[src/rtl/cbop_pkg.sv]
// Shared constants, codes and control structs of the bucket owner partitioner.
package cbop_pkg;

	// Sizing
	localparam int MAX_CHILDREN   = 256;
	localparam int MAX_PARTITIONS = 16;
	localparam int OFFSET_BITS    = 48;

	// Field and register widths
	localparam int OP_W     = 2;
	localparam int NODE_W   = 4;
	localparam int PART_W   = 5;
	localparam int CHILD_W  = 9;
	localparam int LOAD_W   = 9;
	localparam int OFF_W    = OFFSET_BITS;
	localparam int CFG_W    = 48;
	localparam int CFG_IX_W = 2;
	localparam int IDX_W    = $clog2(MAX_CHILDREN);
	localparam int PIDX_W   = $clog2(MAX_PARTITIONS);

	// Opcodes
	localparam logic [OP_W-1:0] OP_CLEAR    = 2'd0;
	localparam logic [OP_W-1:0] OP_HINT     = 2'd1;
	localparam logic [OP_W-1:0] OP_CLASSIFY = 2'd2;

	// Register indexes
	localparam logic [CFG_IX_W-1:0] REG_ENABLE     = 2'd0;
	localparam logic [CFG_IX_W-1:0] REG_PART_COUNT = 2'd1;
	localparam logic [CFG_IX_W-1:0] REG_CHILD_CNT  = 2'd2;
	localparam logic [CFG_IX_W-1:0] REG_BUCKET_SZ  = 2'd3;

	// Load table read selects
	localparam logic [1:0] LSEL_CAND = 2'd0;
	localparam logic [1:0] LSEL_ZERO = 2'd1;
	localparam logic [1:0] LSEL_SCAN = 2'd2;

	// Controller to datapath commands
	typedef struct packed {
		logic       load_in;
		logic       clear;
		logic       cap_start;
		logic       cap_set;
		logic       hint_apply;
		logic       walk_init;
		logic       walk_next;
		logic       scan_init;
		logic       scan_step;
		logic       place;
		logic       set_ready;
		logic       cls_start;
		logic       cls_look;
		logic       out_load;
		logic [1:0] lsel;
	} cmd_t;

	// Datapath to controller status
	typedef struct packed {
		logic [OP_W-1:0] op;
		logic            hint_skip;
		logic            cnt_zero;
		logic            hint_last;
		logic            enabled;
		logic            div_done;
		logic            div_busy;
		logic            walk_end;
		logic            mark_hit;
		logic            scan_end;
		logic            out_free;
	} status_t;

endpackage

[src/rtl/cbop_div.sv]
// Restoring divider, one quotient bit per cycle.
module cbop_div (
	input  logic                       clk,
	input  logic                       arst_n,
	input  logic                       start,
	input  logic [cbop_pkg::OFF_W-1:0] dividend,
	input  logic [cbop_pkg::OFF_W-1:0] divisor,
	output logic                       busy,
	output logic                       done,
	output logic [cbop_pkg::OFF_W-1:0] quotient
);

	localparam int CNT_W = $clog2(cbop_pkg::OFF_W);
	localparam logic [CNT_W-1:0] LAST = CNT_W'(cbop_pkg::OFF_W - 1);

	logic                       busy_q;
	logic                       done_q;
	logic [CNT_W-1:0]           cnt_q;
	logic [cbop_pkg::OFF_W-1:0] rem_q;
	logic [cbop_pkg::OFF_W-1:0] quo_q;
	logic [cbop_pkg::OFF_W-1:0] div_q;

	logic [cbop_pkg::OFF_W:0]   shifted;
	logic [cbop_pkg::OFF_W:0]   diff;
	logic                       ge;

	// One trial subtraction per cycle
	always_comb begin
		shifted = {rem_q, quo_q[cbop_pkg::OFF_W-1]};
		diff    = shifted - {1'b0, div_q};
		ge      = shifted >= {1'b0, div_q};
	end

	// Control: iteration count and done pulse
	always_ff @(posedge clk or negedge arst_n) begin
		if (!arst_n) begin
			busy_q <= 1'b0;
			done_q <= 1'b0;
			cnt_q  <= '0;
		end else begin
			done_q <= busy_q && (cnt_q == LAST);
			if (start) begin
				busy_q <= 1'b1;
				cnt_q  <= '0;
			end else if (busy_q) begin
				cnt_q <= cnt_q + 1'b1;
				if (cnt_q == LAST) busy_q <= 1'b0;
			end
		end
	end

	// Remainder and quotient shift registers
	always_ff @(posedge clk) begin
		if (start) begin
			rem_q <= '0;
			quo_q <= dividend;
			div_q <= divisor;
		end else if (busy_q) begin
			rem_q <= ge ? diff[cbop_pkg::OFF_W-1:0] : shifted[cbop_pkg::OFF_W-1:0];
			quo_q <= {quo_q[cbop_pkg::OFF_W-2:0], ge};
		end
	end

	assign busy     = busy_q;
	assign done     = done_q;
	assign quotient = quo_q;

endmodule

[src/rtl/cbop_dp.sv]
// Datapath: registers, load counters, overflow marks, owner table, divider, result stage.
module cbop_dp (
	input  logic                          clk,
	input  logic                          arst_n,
	input  logic                          cfg_we,
	input  logic [cbop_pkg::CFG_IX_W-1:0] cfg_index,
	input  logic [cbop_pkg::CFG_W-1:0]    cfg_data,
	input  logic [cbop_pkg::OP_W-1:0]     opcode,
	input  logic                          has_volatile,
	input  logic [cbop_pkg::NODE_W-1:0]   volatile_node,
	input  logic [cbop_pkg::NODE_W-1:0]   snapshot_node,
	input  logic [cbop_pkg::OFF_W-1:0]    record_offset,
	input  logic                          out_ready,
	output logic                          out_valid,
	output logic [cbop_pkg::NODE_W-1:0]   owner,
	output logic                          design_ready,
	output logic                          out_of_range,
	input  cbop_pkg::cmd_t                cmd,
	output cbop_pkg::status_t             st
);

	localparam logic [cbop_pkg::PART_W-1:0]  MAX_PART_V  =
		cbop_pkg::PART_W'(cbop_pkg::MAX_PARTITIONS);
	localparam logic [cbop_pkg::CHILD_W-1:0] MAX_CHILD_V =
		cbop_pkg::CHILD_W'(cbop_pkg::MAX_CHILDREN);

	// Configuration registers
	logic                          en_q;
	logic [cbop_pkg::PART_W-1:0]   pc_q;
	logic [cbop_pkg::CHILD_W-1:0]  cc_q;
	logic [cbop_pkg::OFF_W-1:0]    bs_q;

	// Latched input beat
	logic [cbop_pkg::OP_W-1:0]     op_q;
	logic [cbop_pkg::NODE_W-1:0]   cand_q;
	logic [cbop_pkg::OFF_W-1:0]    offset_q;

	// Design state
	logic [cbop_pkg::CHILD_W-1:0]  hint_cnt_q;
	logic [cbop_pkg::LOAD_W-1:0]   cap_q;
	logic                          ready_q;
	logic [cbop_pkg::LOAD_W-1:0]   loads_q [cbop_pkg::MAX_PARTITIONS];
	logic [cbop_pkg::MAX_CHILDREN-1:0] marks_q;
	logic [cbop_pkg::NODE_W-1:0]   owner_mem [cbop_pkg::MAX_CHILDREN];
	logic [cbop_pkg::NODE_W-1:0]   mem_rd_q;
	logic                          oor_q;

	// Overflow walk
	logic [cbop_pkg::CHILD_W-1:0]  walk_b_q;
	logic [cbop_pkg::PART_W-1:0]   scan_p_q;
	logic [cbop_pkg::PIDX_W-1:0]   best_q;
	logic [cbop_pkg::LOAD_W-1:0]   best_load_q;

	// Result stage
	logic                          out_valid_q;
	logic [cbop_pkg::NODE_W-1:0]   owner_q;
	logic                          dready_q;
	logic                          oor_out_q;

	// Derived values
	logic [cbop_pkg::PART_W-1:0]   parts;
	logic [cbop_pkg::CHILD_W-1:0]  children;
	logic [cbop_pkg::OFF_W-1:0]    bsize;
	logic [cbop_pkg::PIDX_W-1:0]   lrd_idx;
	logic [cbop_pkg::LOAD_W-1:0]   lrd;
	logic                          ovf;
	logic                          mem_we;
	logic [cbop_pkg::IDX_W-1:0]    mem_wa;
	logic [cbop_pkg::NODE_W-1:0]   mem_wd;
	logic [cbop_pkg::CHILD_W:0]    cnt_next;

	// Divider
	logic                          div_start;
	logic [cbop_pkg::OFF_W-1:0]    div_a;
	logic [cbop_pkg::OFF_W-1:0]    div_d;
	logic                          div_busy;
	logic                          div_done;
	logic [cbop_pkg::OFF_W-1:0]    quo;

	// Clamped register views
	always_comb begin
		if (pc_q == '0)             parts = cbop_pkg::PART_W'(1);
		else if (pc_q > MAX_PART_V) parts = MAX_PART_V;
		else                        parts = pc_q;
		if (cc_q == '0)              children = cbop_pkg::CHILD_W'(1);
		else if (cc_q > MAX_CHILD_V) children = MAX_CHILD_V;
		else                         children = cc_q;
		bsize = (bs_q == '0) ? cbop_pkg::OFF_W'(1) : bs_q;
	end

	// Configuration writes
	always_ff @(posedge clk or negedge arst_n) begin
		if (!arst_n) begin
			en_q <= 1'b0;
			pc_q <= cbop_pkg::PART_W'(2);
			cc_q <= cbop_pkg::CHILD_W'(1);
			bs_q <= cbop_pkg::OFF_W'(1);
		end else if (cfg_we) begin
			unique case (cfg_index)
				cbop_pkg::REG_ENABLE:     en_q <= cfg_data[0];
				cbop_pkg::REG_PART_COUNT: pc_q <= cfg_data[cbop_pkg::PART_W-1:0];
				cbop_pkg::REG_CHILD_CNT:  cc_q <= cfg_data[cbop_pkg::CHILD_W-1:0];
				cbop_pkg::REG_BUCKET_SZ:  bs_q <= cfg_data[cbop_pkg::OFF_W-1:0];
				default: ;
			endcase
		end
	end

	// Input beat capture
	always_ff @(posedge clk) begin
		if (cmd.load_in) begin
			op_q     <= opcode;
			cand_q   <= has_volatile ? volatile_node : snapshot_node;
			offset_q <= record_offset;
		end
	end

	// Load table read port
	always_comb begin
		case (cmd.lsel)
			cbop_pkg::LSEL_CAND: lrd_idx = cand_q[cbop_pkg::PIDX_W-1:0];
			cbop_pkg::LSEL_SCAN: lrd_idx = scan_p_q[cbop_pkg::PIDX_W-1:0];
			default:             lrd_idx = '0;
		endcase
		lrd = loads_q[lrd_idx];
		ovf = (cbop_pkg::PART_W'(cand_q) >= parts) || (lrd >= cap_q);
		cnt_next = {1'b0, hint_cnt_q} + 1'b1;
	end

	// Hint counter, load cap, ready flag, overflow marks
	always_ff @(posedge clk or negedge arst_n) begin
		if (!arst_n) begin
			hint_cnt_q <= '0;
			cap_q      <= '0;
			ready_q    <= 1'b0;
			marks_q    <= '0;
		end else if (cmd.clear) begin
			hint_cnt_q <= '0;
			cap_q      <= '0;
			ready_q    <= 1'b0;
			marks_q    <= '0;
		end else begin
			if (cmd.cap_set) cap_q <= quo[cbop_pkg::LOAD_W-1:0] + 1'b1;
			if (cmd.hint_apply) begin
				hint_cnt_q <= cnt_next[cbop_pkg::CHILD_W-1:0];
				if (ovf) marks_q[hint_cnt_q[cbop_pkg::IDX_W-1:0]] <= 1'b1;
			end
			if (cmd.set_ready) ready_q <= 1'b1;
		end
	end

	// Per-partition loads
	always_ff @(posedge clk or negedge arst_n) begin
		if (!arst_n) begin
			for (int i = 0; i < cbop_pkg::MAX_PARTITIONS; i++) loads_q[i] <= '0;
		end else if (cmd.clear) begin
			for (int i = 0; i < cbop_pkg::MAX_PARTITIONS; i++) loads_q[i] <= '0;
		end else if (cmd.hint_apply && !ovf) begin
			loads_q[cand_q[cbop_pkg::PIDX_W-1:0]] <= lrd + 1'b1;
		end else if (cmd.place) begin
			loads_q[best_q] <= best_load_q + 1'b1;
		end
	end

	// Overflow walk and least-loaded scan
	always_ff @(posedge clk or negedge arst_n) begin
		if (!arst_n) begin
			walk_b_q <= '0;
			scan_p_q <= '0;
		end else begin
			if (cmd.walk_init) walk_b_q <= '0;
			else if (cmd.walk_next || cmd.place) walk_b_q <= walk_b_q + 1'b1;
			if (cmd.scan_init) scan_p_q <= cbop_pkg::PART_W'(1);
			else if (cmd.scan_step) scan_p_q <= scan_p_q + 1'b1;
		end
	end

	always_ff @(posedge clk) begin
		if (cmd.scan_init) begin
			best_q      <= '0;
			best_load_q <= lrd;
		end else if (cmd.scan_step && (lrd < best_load_q)) begin
			best_q      <= scan_p_q[cbop_pkg::PIDX_W-1:0];
			best_load_q <= lrd;
		end
	end

	// Owner table: one write port, one registered read port
	always_comb begin
		mem_we = (cmd.hint_apply && !ovf) || cmd.place;
		mem_wa = cmd.hint_apply ? hint_cnt_q[cbop_pkg::IDX_W-1:0]
		                        : walk_b_q[cbop_pkg::IDX_W-1:0];
		mem_wd = cmd.hint_apply ? cand_q : cbop_pkg::NODE_W'(best_q);
	end

	always_ff @(posedge clk) begin
		if (mem_we) owner_mem[mem_wa] <= mem_wd;
	end

	always_ff @(posedge clk) begin
		if (cmd.cls_look) begin
			mem_rd_q <= owner_mem[quo[cbop_pkg::IDX_W-1:0]];
			oor_q    <= quo >= cbop_pkg::OFF_W'(children);
		end
	end

	// Shared divider: load cap and bucket index
	always_comb begin
		div_start = cmd.cap_start || cmd.cls_start;
		div_a     = cmd.cap_start ? cbop_pkg::OFF_W'(children) : offset_q;
		div_d     = cmd.cap_start ? cbop_pkg::OFF_W'(parts) : bsize;
	end

	cbop_div u_div (
		.clk      (clk),
		.arst_n   (arst_n),
		.start    (div_start),
		.dividend (div_a),
		.divisor  (div_d),
		.busy     (div_busy),
		.done     (div_done),
		.quotient (quo)
	);

	// Result stage: holds a beat while the receiver stalls
	always_ff @(posedge clk or negedge arst_n) begin
		if (!arst_n) begin
			out_valid_q <= 1'b0;
		end else if (cmd.out_load) begin
			out_valid_q <= 1'b1;
		end else if (out_ready) begin
			out_valid_q <= 1'b0;
		end
	end

	always_ff @(posedge clk) begin
		if (cmd.out_load) begin
			if (!en_q) begin
				owner_q   <= '0;
				dready_q  <= 1'b1;
				oor_out_q <= 1'b0;
			end else begin
				owner_q   <= (ready_q && !oor_q) ? mem_rd_q : '0;
				dready_q  <= ready_q;
				oor_out_q <= oor_q;
			end
		end
	end

	assign out_valid    = out_valid_q;
	assign owner        = owner_q;
	assign design_ready = dready_q;
	assign out_of_range = oor_out_q;

	// Status to controller
	always_comb begin
		st.op        = op_q;
		st.hint_skip = ready_q || (hint_cnt_q >= children);
		st.cnt_zero  = (hint_cnt_q == '0);
		st.hint_last = cnt_next >= {1'b0, children};
		st.enabled   = en_q;
		st.div_done  = div_done;
		st.div_busy  = div_busy;
		st.walk_end  = walk_b_q >= children;
		st.mark_hit  = marks_q[walk_b_q[cbop_pkg::IDX_W-1:0]];
		st.scan_end  = scan_p_q >= parts;
		st.out_free  = !out_valid_q || out_ready;
	end

endmodule

[src/rtl/cbop_ctrl.sv]
// Controller state machine: decodes beats and sequences hints, rebalance and classify.
module cbop_ctrl (
	input  logic              clk,
	input  logic              arst_n,
	input  logic              in_valid,
	output logic              in_ready,
	input  cbop_pkg::status_t st,
	output cbop_pkg::cmd_t    cmd
);

	localparam logic [3:0] S_IDLE   = 4'd0;
	localparam logic [3:0] S_DECODE = 4'd1;
	localparam logic [3:0] S_CAP    = 4'd2;
	localparam logic [3:0] S_HINT   = 4'd3;
	localparam logic [3:0] S_WALK   = 4'd4;
	localparam logic [3:0] S_SCAN   = 4'd5;
	localparam logic [3:0] S_PLACE  = 4'd6;
	localparam logic [3:0] S_CLSDIV = 4'd7;
	localparam logic [3:0] S_DONE   = 4'd8;

	logic [3:0] state_q;
	logic [3:0] state_d;

	// Next state and commands
	always_comb begin
		state_d  = state_q;
		cmd      = '0;
		cmd.lsel = cbop_pkg::LSEL_CAND;
		in_ready = 1'b0;
		unique case (state_q)
			S_IDLE: begin
				in_ready = 1'b1;
				if (in_valid) begin
					cmd.load_in = 1'b1;
					state_d     = S_DECODE;
				end
			end
			S_DECODE: begin
				unique case (st.op)
					cbop_pkg::OP_CLEAR: begin
						cmd.clear = 1'b1;
						state_d   = S_IDLE;
					end
					cbop_pkg::OP_HINT: begin
						if (st.hint_skip) begin
							state_d = S_IDLE;
						end else if (st.cnt_zero) begin
							cmd.cap_start = 1'b1;
							state_d       = S_CAP;
						end else begin
							state_d = S_HINT;
						end
					end
					cbop_pkg::OP_CLASSIFY: begin
						if (!st.enabled) begin
							state_d = S_DONE;
						end else begin
							cmd.cls_start = 1'b1;
							state_d       = S_CLSDIV;
						end
					end
					default: state_d = S_IDLE;
				endcase
			end
			S_CAP: begin
				if (st.div_done) begin
					cmd.cap_set = 1'b1;
					state_d     = S_HINT;
				end
			end
			S_HINT: begin
				cmd.hint_apply = 1'b1;
				if (st.hint_last) begin
					cmd.walk_init = 1'b1;
					state_d       = S_WALK;
				end else begin
					state_d = S_IDLE;
				end
			end
			S_WALK: begin
				cmd.lsel = cbop_pkg::LSEL_ZERO;
				if (st.walk_end) begin
					cmd.set_ready = 1'b1;
					state_d       = S_IDLE;
				end else if (st.mark_hit) begin
					cmd.scan_init = 1'b1;
					state_d       = S_SCAN;
				end else begin
					cmd.walk_next = 1'b1;
				end
			end
			S_SCAN: begin
				cmd.lsel = cbop_pkg::LSEL_SCAN;
				if (st.scan_end) state_d = S_PLACE;
				else cmd.scan_step = 1'b1;
			end
			S_PLACE: begin
				cmd.place = 1'b1;
				state_d   = S_WALK;
			end
			S_CLSDIV: begin
				if (st.div_done) begin
					cmd.cls_look = 1'b1;
					state_d      = S_DONE;
				end
			end
			S_DONE: begin
				if (st.out_free) begin
					cmd.out_load = 1'b1;
					state_d      = S_IDLE;
				end
			end
			default: state_d = S_IDLE;
		endcase
	end

	always_ff @(posedge clk or negedge arst_n) begin
		if (!arst_n) state_q <= S_IDLE;
		else         state_q <= state_d;
	end

endmodule

[src/rtl/capped_bucket_owner_partitioner.sv]
// Top level of the capped bucket owner partitioner.
//
// Input channel (in_valid/in_ready) takes one beat at a time: clear, bucket
// hint or classify. Only classify returns a beat on the output channel
// (out_valid/out_ready) carrying owner, design_ready and out_of_range.
// The first hint after a clear computes the load cap on the shared
// bit-serial divider. The last hint runs the rebalance walk over the buckets,
// with a least-loaded scan over the load counters, one partition per cycle,
// for each overflow bucket. A classify computes its bucket index on the
// 48-step divider; with partitioning disabled it skips the divider.
// The result sits in an output register; a stalled receiver holds it there
// while the next beat is accepted, and the controller waits only when a new
// result finds that register still full.
// Reset clears configuration to defaults, the hint count, loads, overflow
// marks and ready flag; the owner table is not cleared. cfg_we writes a
// register, but the user must assert it only while the block is idle;
// the block itself does not enforce this.
module capped_bucket_owner_partitioner (
	input  logic                          clk,
	input  logic                          arst_n,
	input  logic                          cfg_we,
	input  logic [cbop_pkg::CFG_IX_W-1:0] cfg_index,
	input  logic [cbop_pkg::CFG_W-1:0]    cfg_data,
	input  logic                          in_valid,
	output logic                          in_ready,
	input  logic [cbop_pkg::OP_W-1:0]     opcode,
	input  logic                          has_volatile,
	input  logic [cbop_pkg::NODE_W-1:0]   volatile_node,
	input  logic [cbop_pkg::NODE_W-1:0]   snapshot_node,
	input  logic [cbop_pkg::OFF_W-1:0]    record_offset,
	output logic                          out_valid,
	input  logic                          out_ready,
	output logic [cbop_pkg::NODE_W-1:0]   owner,
	output logic                          design_ready,
	output logic                          out_of_range
);

	cbop_pkg::cmd_t    cmd;
	cbop_pkg::status_t st;

	cbop_ctrl u_ctrl (
		.clk      (clk),
		.arst_n   (arst_n),
		.in_valid (in_valid),
		.in_ready (in_ready),
		.st       (st),
		.cmd      (cmd)
	);

	cbop_dp u_dp (
		.clk           (clk),
		.arst_n        (arst_n),
		.cfg_we        (cfg_we),
		.cfg_index     (cfg_index),
		.cfg_data      (cfg_data),
		.opcode        (opcode),
		.has_volatile  (has_volatile),
		.volatile_node (volatile_node),
		.snapshot_node (snapshot_node),
		.record_offset (record_offset),
		.out_ready     (out_ready),
		.out_valid     (out_valid),
		.owner         (owner),
		.design_ready  (design_ready),
		.out_of_range  (out_of_range),
		.cmd           (cmd),
		.st            (st)
	);

	// A classify beat keeps the block busy on the next cycle
	a_cls_busy: assert property (@(posedge clk) disable iff (!arst_n)
		(in_valid && in_ready && opcode == cbop_pkg::OP_CLASSIFY) |=> !in_ready)
		else $error("classify beat did not occupy the controller");

	// Divider is never running while the block takes beats
	a_div_idle: assert property (@(posedge clk) disable iff (!arst_n)
		in_ready |-> !st.div_busy)
		else $error("divider busy while idle");

	// Out-of-range bucket reports owner zero
	a_oor_owner: assert property (@(posedge clk) disable iff (!arst_n)
		(out_valid && out_of_range) |-> (owner == '0))
		else $error("out-of-range result with nonzero owner");

	// Not-ready design reports owner zero
	a_nrdy_owner: assert property (@(posedge clk) disable iff (!arst_n)
		(out_valid && !design_ready) |-> (owner == '0))
		else $error("not-ready result with nonzero owner");

endmodule
[config.mk]
export PLATFORM = sky130hd
export DESIGN_NAME = capped_bucket_owner_partitioner
export DESIGN_NICKNAME = d
export VERILOG_FILES = /design/src/rtl/cbop_pkg.sv /design/src/rtl/cbop_div.sv /design/src/rtl/cbop_dp.sv /design/src/rtl/cbop_ctrl.sv /design/src/rtl/capped_bucket_owner_partitioner.sv
export SDC_FILE = /design/constraint.sdc
export NUM_CORES = 2
export LEC_CHECK = 0
export BUFFER_PORTS_ARGS = -buffer_cell sky130_fd_sc_hd__buf_2
export CAP_MARGIN = 20
export CORE_MARGIN = 5
export CORE_UTILIZATION = 45
export CTS_BUF_LIST = sky130_fd_sc_hd__clkbuf_4
export DETAILED_ROUTE_END_ITERATION = 10
export PLACE_DENSITY = 0.69
export SLEW_MARGIN = 15
export SYNTH_ARGS = -nofsm -noshare
export SYNTH_HDL_FRONTEND = slang
export SYNTH_HIERARCHICAL = 1
export SYNTH_SLANG_ARGS = --single-unit
[constraint.sdc]
create_clock -name clk -period 7.5 [get_ports clk]
set_input_delay 2.25 -clock clk [delete_from_list [all_inputs] [get_ports clk]]
set_output_delay 2.25 -clock clk [all_outputs]
set_load 0.03 [all_outputs]
==> run_summary.xml <==
<?xml version="1.0" encoding="UTF-8"?>
<metrics>
  <group name="power">
    <metric name="power-per-cell-area" unit="mW/mm2">385.3</metric>
    <metric name="power.ir.vdd_worst" unit="V">0.0003888</metric>
    <metric name="total_chip_power" unit="mW">33.69</metric>
    <metric name="power_leakage" unit="nW">32.96</metric>
    <metric name="netSwitchingPower" unit="mW">12.56</metric>
    <metric name="clock_power_share" unit="%">23.0</metric>
    <metric name="netSwitchingFraction" unit="%">37.27</metric>
    <metric name="power.share.combinational" unit="%">37.8</metric>
    <metric name="internal-power" unit="mW">21.14</metric>
    <metric name="seq_power_share" unit="%">39.3</metric>
  </group>
  <group name="clock_network">
    <metric name="cts_inserted_buffers" unit="">443</metric>
    <metric name="htree_num_levels" unit="">5</metric>
    <metric name="clock_latency" unit="ps">1420</metric>
    <metric name="clockBufferDepth" unit="">4</metric>
    <metric name="post-cts-setup-buffer-count" unit="">0</metric>
    <metric name="tritoncts_clock_tree" unit="">done</metric>
    <metric name="holdBufCountCts" unit="">0</metric>
    <metric name="number_of_clock_sinks" unit="">1755</metric>
    <metric name="cts-root-buf" unit="">sky130_fd_sc_hd__clkbuf_4</metric>
    <metric name="clk_transition_reported_paths" unit="ps">60</metric>
    <metric name="cts-resized-gates" unit="">0</metric>
  </group>
  <group name="sta">
    <metric name="rsz0062_at_grt" unit="">false</metric>
    <metric name="hold_viol_final" unit="">0</metric>
    <metric name="final.setup_skew" unit="ps">161.8</metric>
    <metric name="setup_viol_count_final" unit="">0</metric>
    <metric name="finalCriticalPeriod" unit="ps">6815</metric>
    <metric name="timing.final.ws_setup" unit="ps">685.1</metric>
    <metric name="final.setup.tns" unit="ps">0</metric>
    <metric name="clock.fmax" unit="GHz">0.1467</metric>
    <metric name="tightest_slew" unit="ps">1335</metric>
    <metric name="final_max_tran_viols" unit="">0</metric>
    <metric name="slew_headroom" unit="%">10.99</metric>
    <metric name="layout_worst_path_cycle_share" unit="%">90.87</metric>
  </group>
  <group name="run_status">
    <metric name="outcome" unit="">finished, final reports clean</metric>
  </group>
  <group name="worst_setup_path">
    <metric name="slowest_delay" unit="ps">610</metric>
    <metric name="slowest_stage" unit="">sky130_fd_sc_hd__nand3_1</metric>
    <metric name="critical_path_origin" unit="">u_ctrl/state_q[1]</metric>
    <metric name="worst_ep_arrival" unit="ps">7810</metric>
    <metric name="regToRegSetupSlack" unit="ps">690</metric>
    <metric name="cp_cell_sequence" unit="">or2b_1, nor2_1, mux2i_4, nor2_4, buf_4, mux4_2, a22oi_1, nand2_2, ha_1, a21o_1, a31oi_1, o21ai_0, a221oi_2, buf_4, nand3_1, nand2b_1, nand3_1, buf_4, nor2_1</metric>
    <metric name="worst_reg2reg_path_length_in_cells" unit="">19</metric>
    <metric name="crit-reg2reg-launch" unit="">u_ctrl/state_q[1]</metric>
    <metric name="setup.worst_path.start_class" unit="">flip-flop</metric>
    <metric name="path_max_fanout" unit="">32</metric>
    <metric name="worst_r2r_endpoint" unit="">u_dp/owner_mem[232][1]</metric>
    <metric name="crit_top_cell" unit="">sky130_fd_sc_hd__buf_4</metric>
    <metric name="worstSetupPathType" unit="">flip-flop to flip-flop</metric>
    <metric name="worst_ep_required_time" unit="ps">8490</metric>
    <metric name="worstSetupEndpointType" unit="">flip-flop</metric>
  </group>
  <group name="global_routing">
    <metric name="largest_net_degree_at_the_start_of_global_routing" unit="">267</metric>
    <metric name="first_global_vias" unit="">52835</metric>
    <metric name="global_route.usage.total" unit="%">22.14</metric>
    <metric name="grt_pass1_wl" unit="um">317900</metric>
    <metric name="globalRouteOverflowTotal" unit="">0</metric>
    <metric name="antenna_found_initial" unit="">10</metric>
  </group>
  <group name="floorplan">
    <metric name="design.core.area" unit="mm2">0.1755</metric>
    <metric name="design.die.area" unit="mm2">0.1845</metric>
    <metric name="die_h" unit="um">429.5</metric>
    <metric name="boundaryPins" unit="">122</metric>
    <metric name="die_w" unit="um">429.5</metric>
    <metric name="starting_density_of_the_core" unit="%">45.11</metric>
    <metric name="placement_rows" unit="">154</metric>
  </group>
  <group name="route">
    <metric name="routed.top_layer" unit="">met5</metric>
    <metric name="drt_iter0_drc" unit="">5593</metric>
    <metric name="met3RoutedLength" unit="um">17090</metric>
    <metric name="met2RoutedLength" unit="um">101600</metric>
    <metric name="avg_wl_per_cell" unit="um">23.50</metric>
    <metric name="drt_pass1_iterations" unit="">8</metric>
    <metric name="drc" unit="">0</metric>
    <metric name="drt-met1-wl" unit="um">82370</metric>
    <metric name="routed_wl" unit="um">208700</metric>
    <metric name="route.antenna.remaining_nets" unit="">0</metric>
    <metric name="drt-vias-per-instance" unit="">5.913</metric>
    <metric name="vias_post_dr" unit="">52519</metric>
  </group>
  <group name="finish">
    <metric name="area_growth" unit="%">10.43</metric>
    <metric name="num-nets-final" unit="">6485</metric>
    <metric name="final_cells" unit="">8882</metric>
    <metric name="num-fill-cells" unit="">14947</metric>
    <metric name="design_area" unit="mm2">0.08745</metric>
    <metric name="drive_gt1_share" unit="%">21.44</metric>
  </group>
  <group name="worst_hold_path">
    <metric name="path_category_of_the_worst_min_delay_check" unit="">flip-flop to flip-flop</metric>
    <metric name="worst_hold_startpoint" unit="">u_dp/u_div/rem_q[42]</metric>
    <metric name="worst_hold_path.endpoint" unit="">u_dp/u_div/rem_q[43]</metric>
    <metric name="timing.hold.worst_path_depth" unit="">2</metric>
  </group>
  <group name="yosys">
    <metric name="yosysWarnings" unit="">6</metric>
    <metric name="synthesis.area" unit="mm2">0.07919</metric>
    <metric name="mappedNetlistNets" unit="">6224</metric>
    <metric name="mean_cell_area_of_the_mapped_netlist" unit="um2">13.23</metric>
    <metric name="post_synthesis_cell_count" unit="">5986</metric>
  </group>
  <group name="job">
    <metric name="max_cap_violations" unit="">0</metric>
  </group>
  <group name="placed_design">
    <metric name="port_buffers" unit="">121</metric>
    <metric name="post-dp-hpwl" unit="um">129500</metric>
    <metric name="placed_area" unit="mm2">0.08209</metric>
    <metric name="dpl_worst_slack" unit="ps">746.8</metric>
    <metric name="place_congestion" unit="">0.9349</metric>
    <metric name="placedCellCount" unit="">8138</metric>
  </group>
</metrics>
==> metal layers <==
| metal | up-vias | track usage (%) |
|---|---|---|
| met3 | 474 | 4.659 |
| met5 | - | 0 |
| met2 | 2616 | 36.05 |
| met1 | 26171 | 29.05 |
| met4 | 4 | 9.192 |
| li1 | 23254 | - |
==> stage by stage <==
stage / util, % / hold slack [ps]
floorplan: - / 450.7
global placement: 46.76 / 469.6
detailed placement: 46.77 / 478.2
CTS: 49.77 / 457.6
global route: 49.82 / 500.2
finish: 49.82 / 478.5
==> flip-flops by register name, indices dropped and copies added (netlist names), 4 cells and up <==
signal	flops
u_dp/pc_q	5
u_dp/u_div/cnt_q	6
u_dp/best_load_q	9
u_dp/hint_cnt_q	9
u_dp/loads_q	144
u_dp/best_q	4
u_dp/cap_q	9
u_dp/u_div/div_q	48
u_dp/offset_q	48
u_dp/walk_b_q	9
u_ctrl/state_q	4
u_dp/scan_p_q	5
u_dp/bs_q	48
u_dp/u_div/rem_q	48
u_dp/owner_mem	1024
u_dp/cand_q	4
u_dp/mem_rd_q	4
u_dp/owner	4
u_dp/marks_q	256
u_dp/u_div/quotient	48
u_dp/cc_q	9
==> layout make-up <==
class	count	area (um2)	area share, %
antenna	9	22.52	0.02575
clock buffer	636	4775	5.460
multi-input combinational	3698	27490	31.44
clock inverter	95	499.2	0.5709
sequential	1755	49640	56.77
tap	2340	2928	3.348
inverter	107	401.6	0.4593
timing repair buffer	242	1689	1.932
==> placed cells by master (no fill, tap or decap), drive strengths merged, types with 61 or more instances in the layout <==
cell	count
a21oi	543
o22ai	65
and2	61
nor2b	61
mux2i	244
edfxtp	1194
clkbuf	636
dfrtp	506
mux2	188
mux4	265
o21ai	155
inv	110
ha	123
clkinv	86
buf	242
a22oi	63
nor2	793
nand2	320
nand3	119
o221ai	93
==> power by group through the flow <==
| stage | registers [mW] | logic, mW | clock network (mW) |
|---|---|---|---|
| final | 13.2 | 12.7 | 7.73 |
| after global routing | 13.3 | 13.7 | 8.49 |
| after CTS | 13.2 | 12.6 | 7.95 |
| after detailed placement | 13.4 | 12.5 | 0 |
| after global placement | 13.4 | 12.3 | 0 |
| after floorplan | 12.9 | 9.17 | 0 |
==> worst max-delay path by stage <==
stage	end	slack, ps	depth (start not counted)
floorplan	u_dp/u_div/quotient[0]	1640	21
finish	u_dp/owner_mem[232][1]	690	19
CTS	u_dp/owner_mem[232][1]	750	19
global placement	u_dp/owner_mem[120][0]	820	19
global route	u_dp/owner_mem[201][1]	370	18
detailed placement	u_dp/owner_mem[232][1]	750	19
==> critical path, delay by kind of cell (launching register included) <==
| family | cells | cell delay (ps) |
|---|---|---|
| buffers and inverters | 3 | 1140 |
| AOI/OAI and AO/OA | 5 | 1080 |
| DFF | 1 | 560 |
| muxes | 2 | 760 |
| and+or+nand+nor | 8 | 2530 |
| adders and majority gates | 1 | 360 |
(Power assumes the default switching activity.)
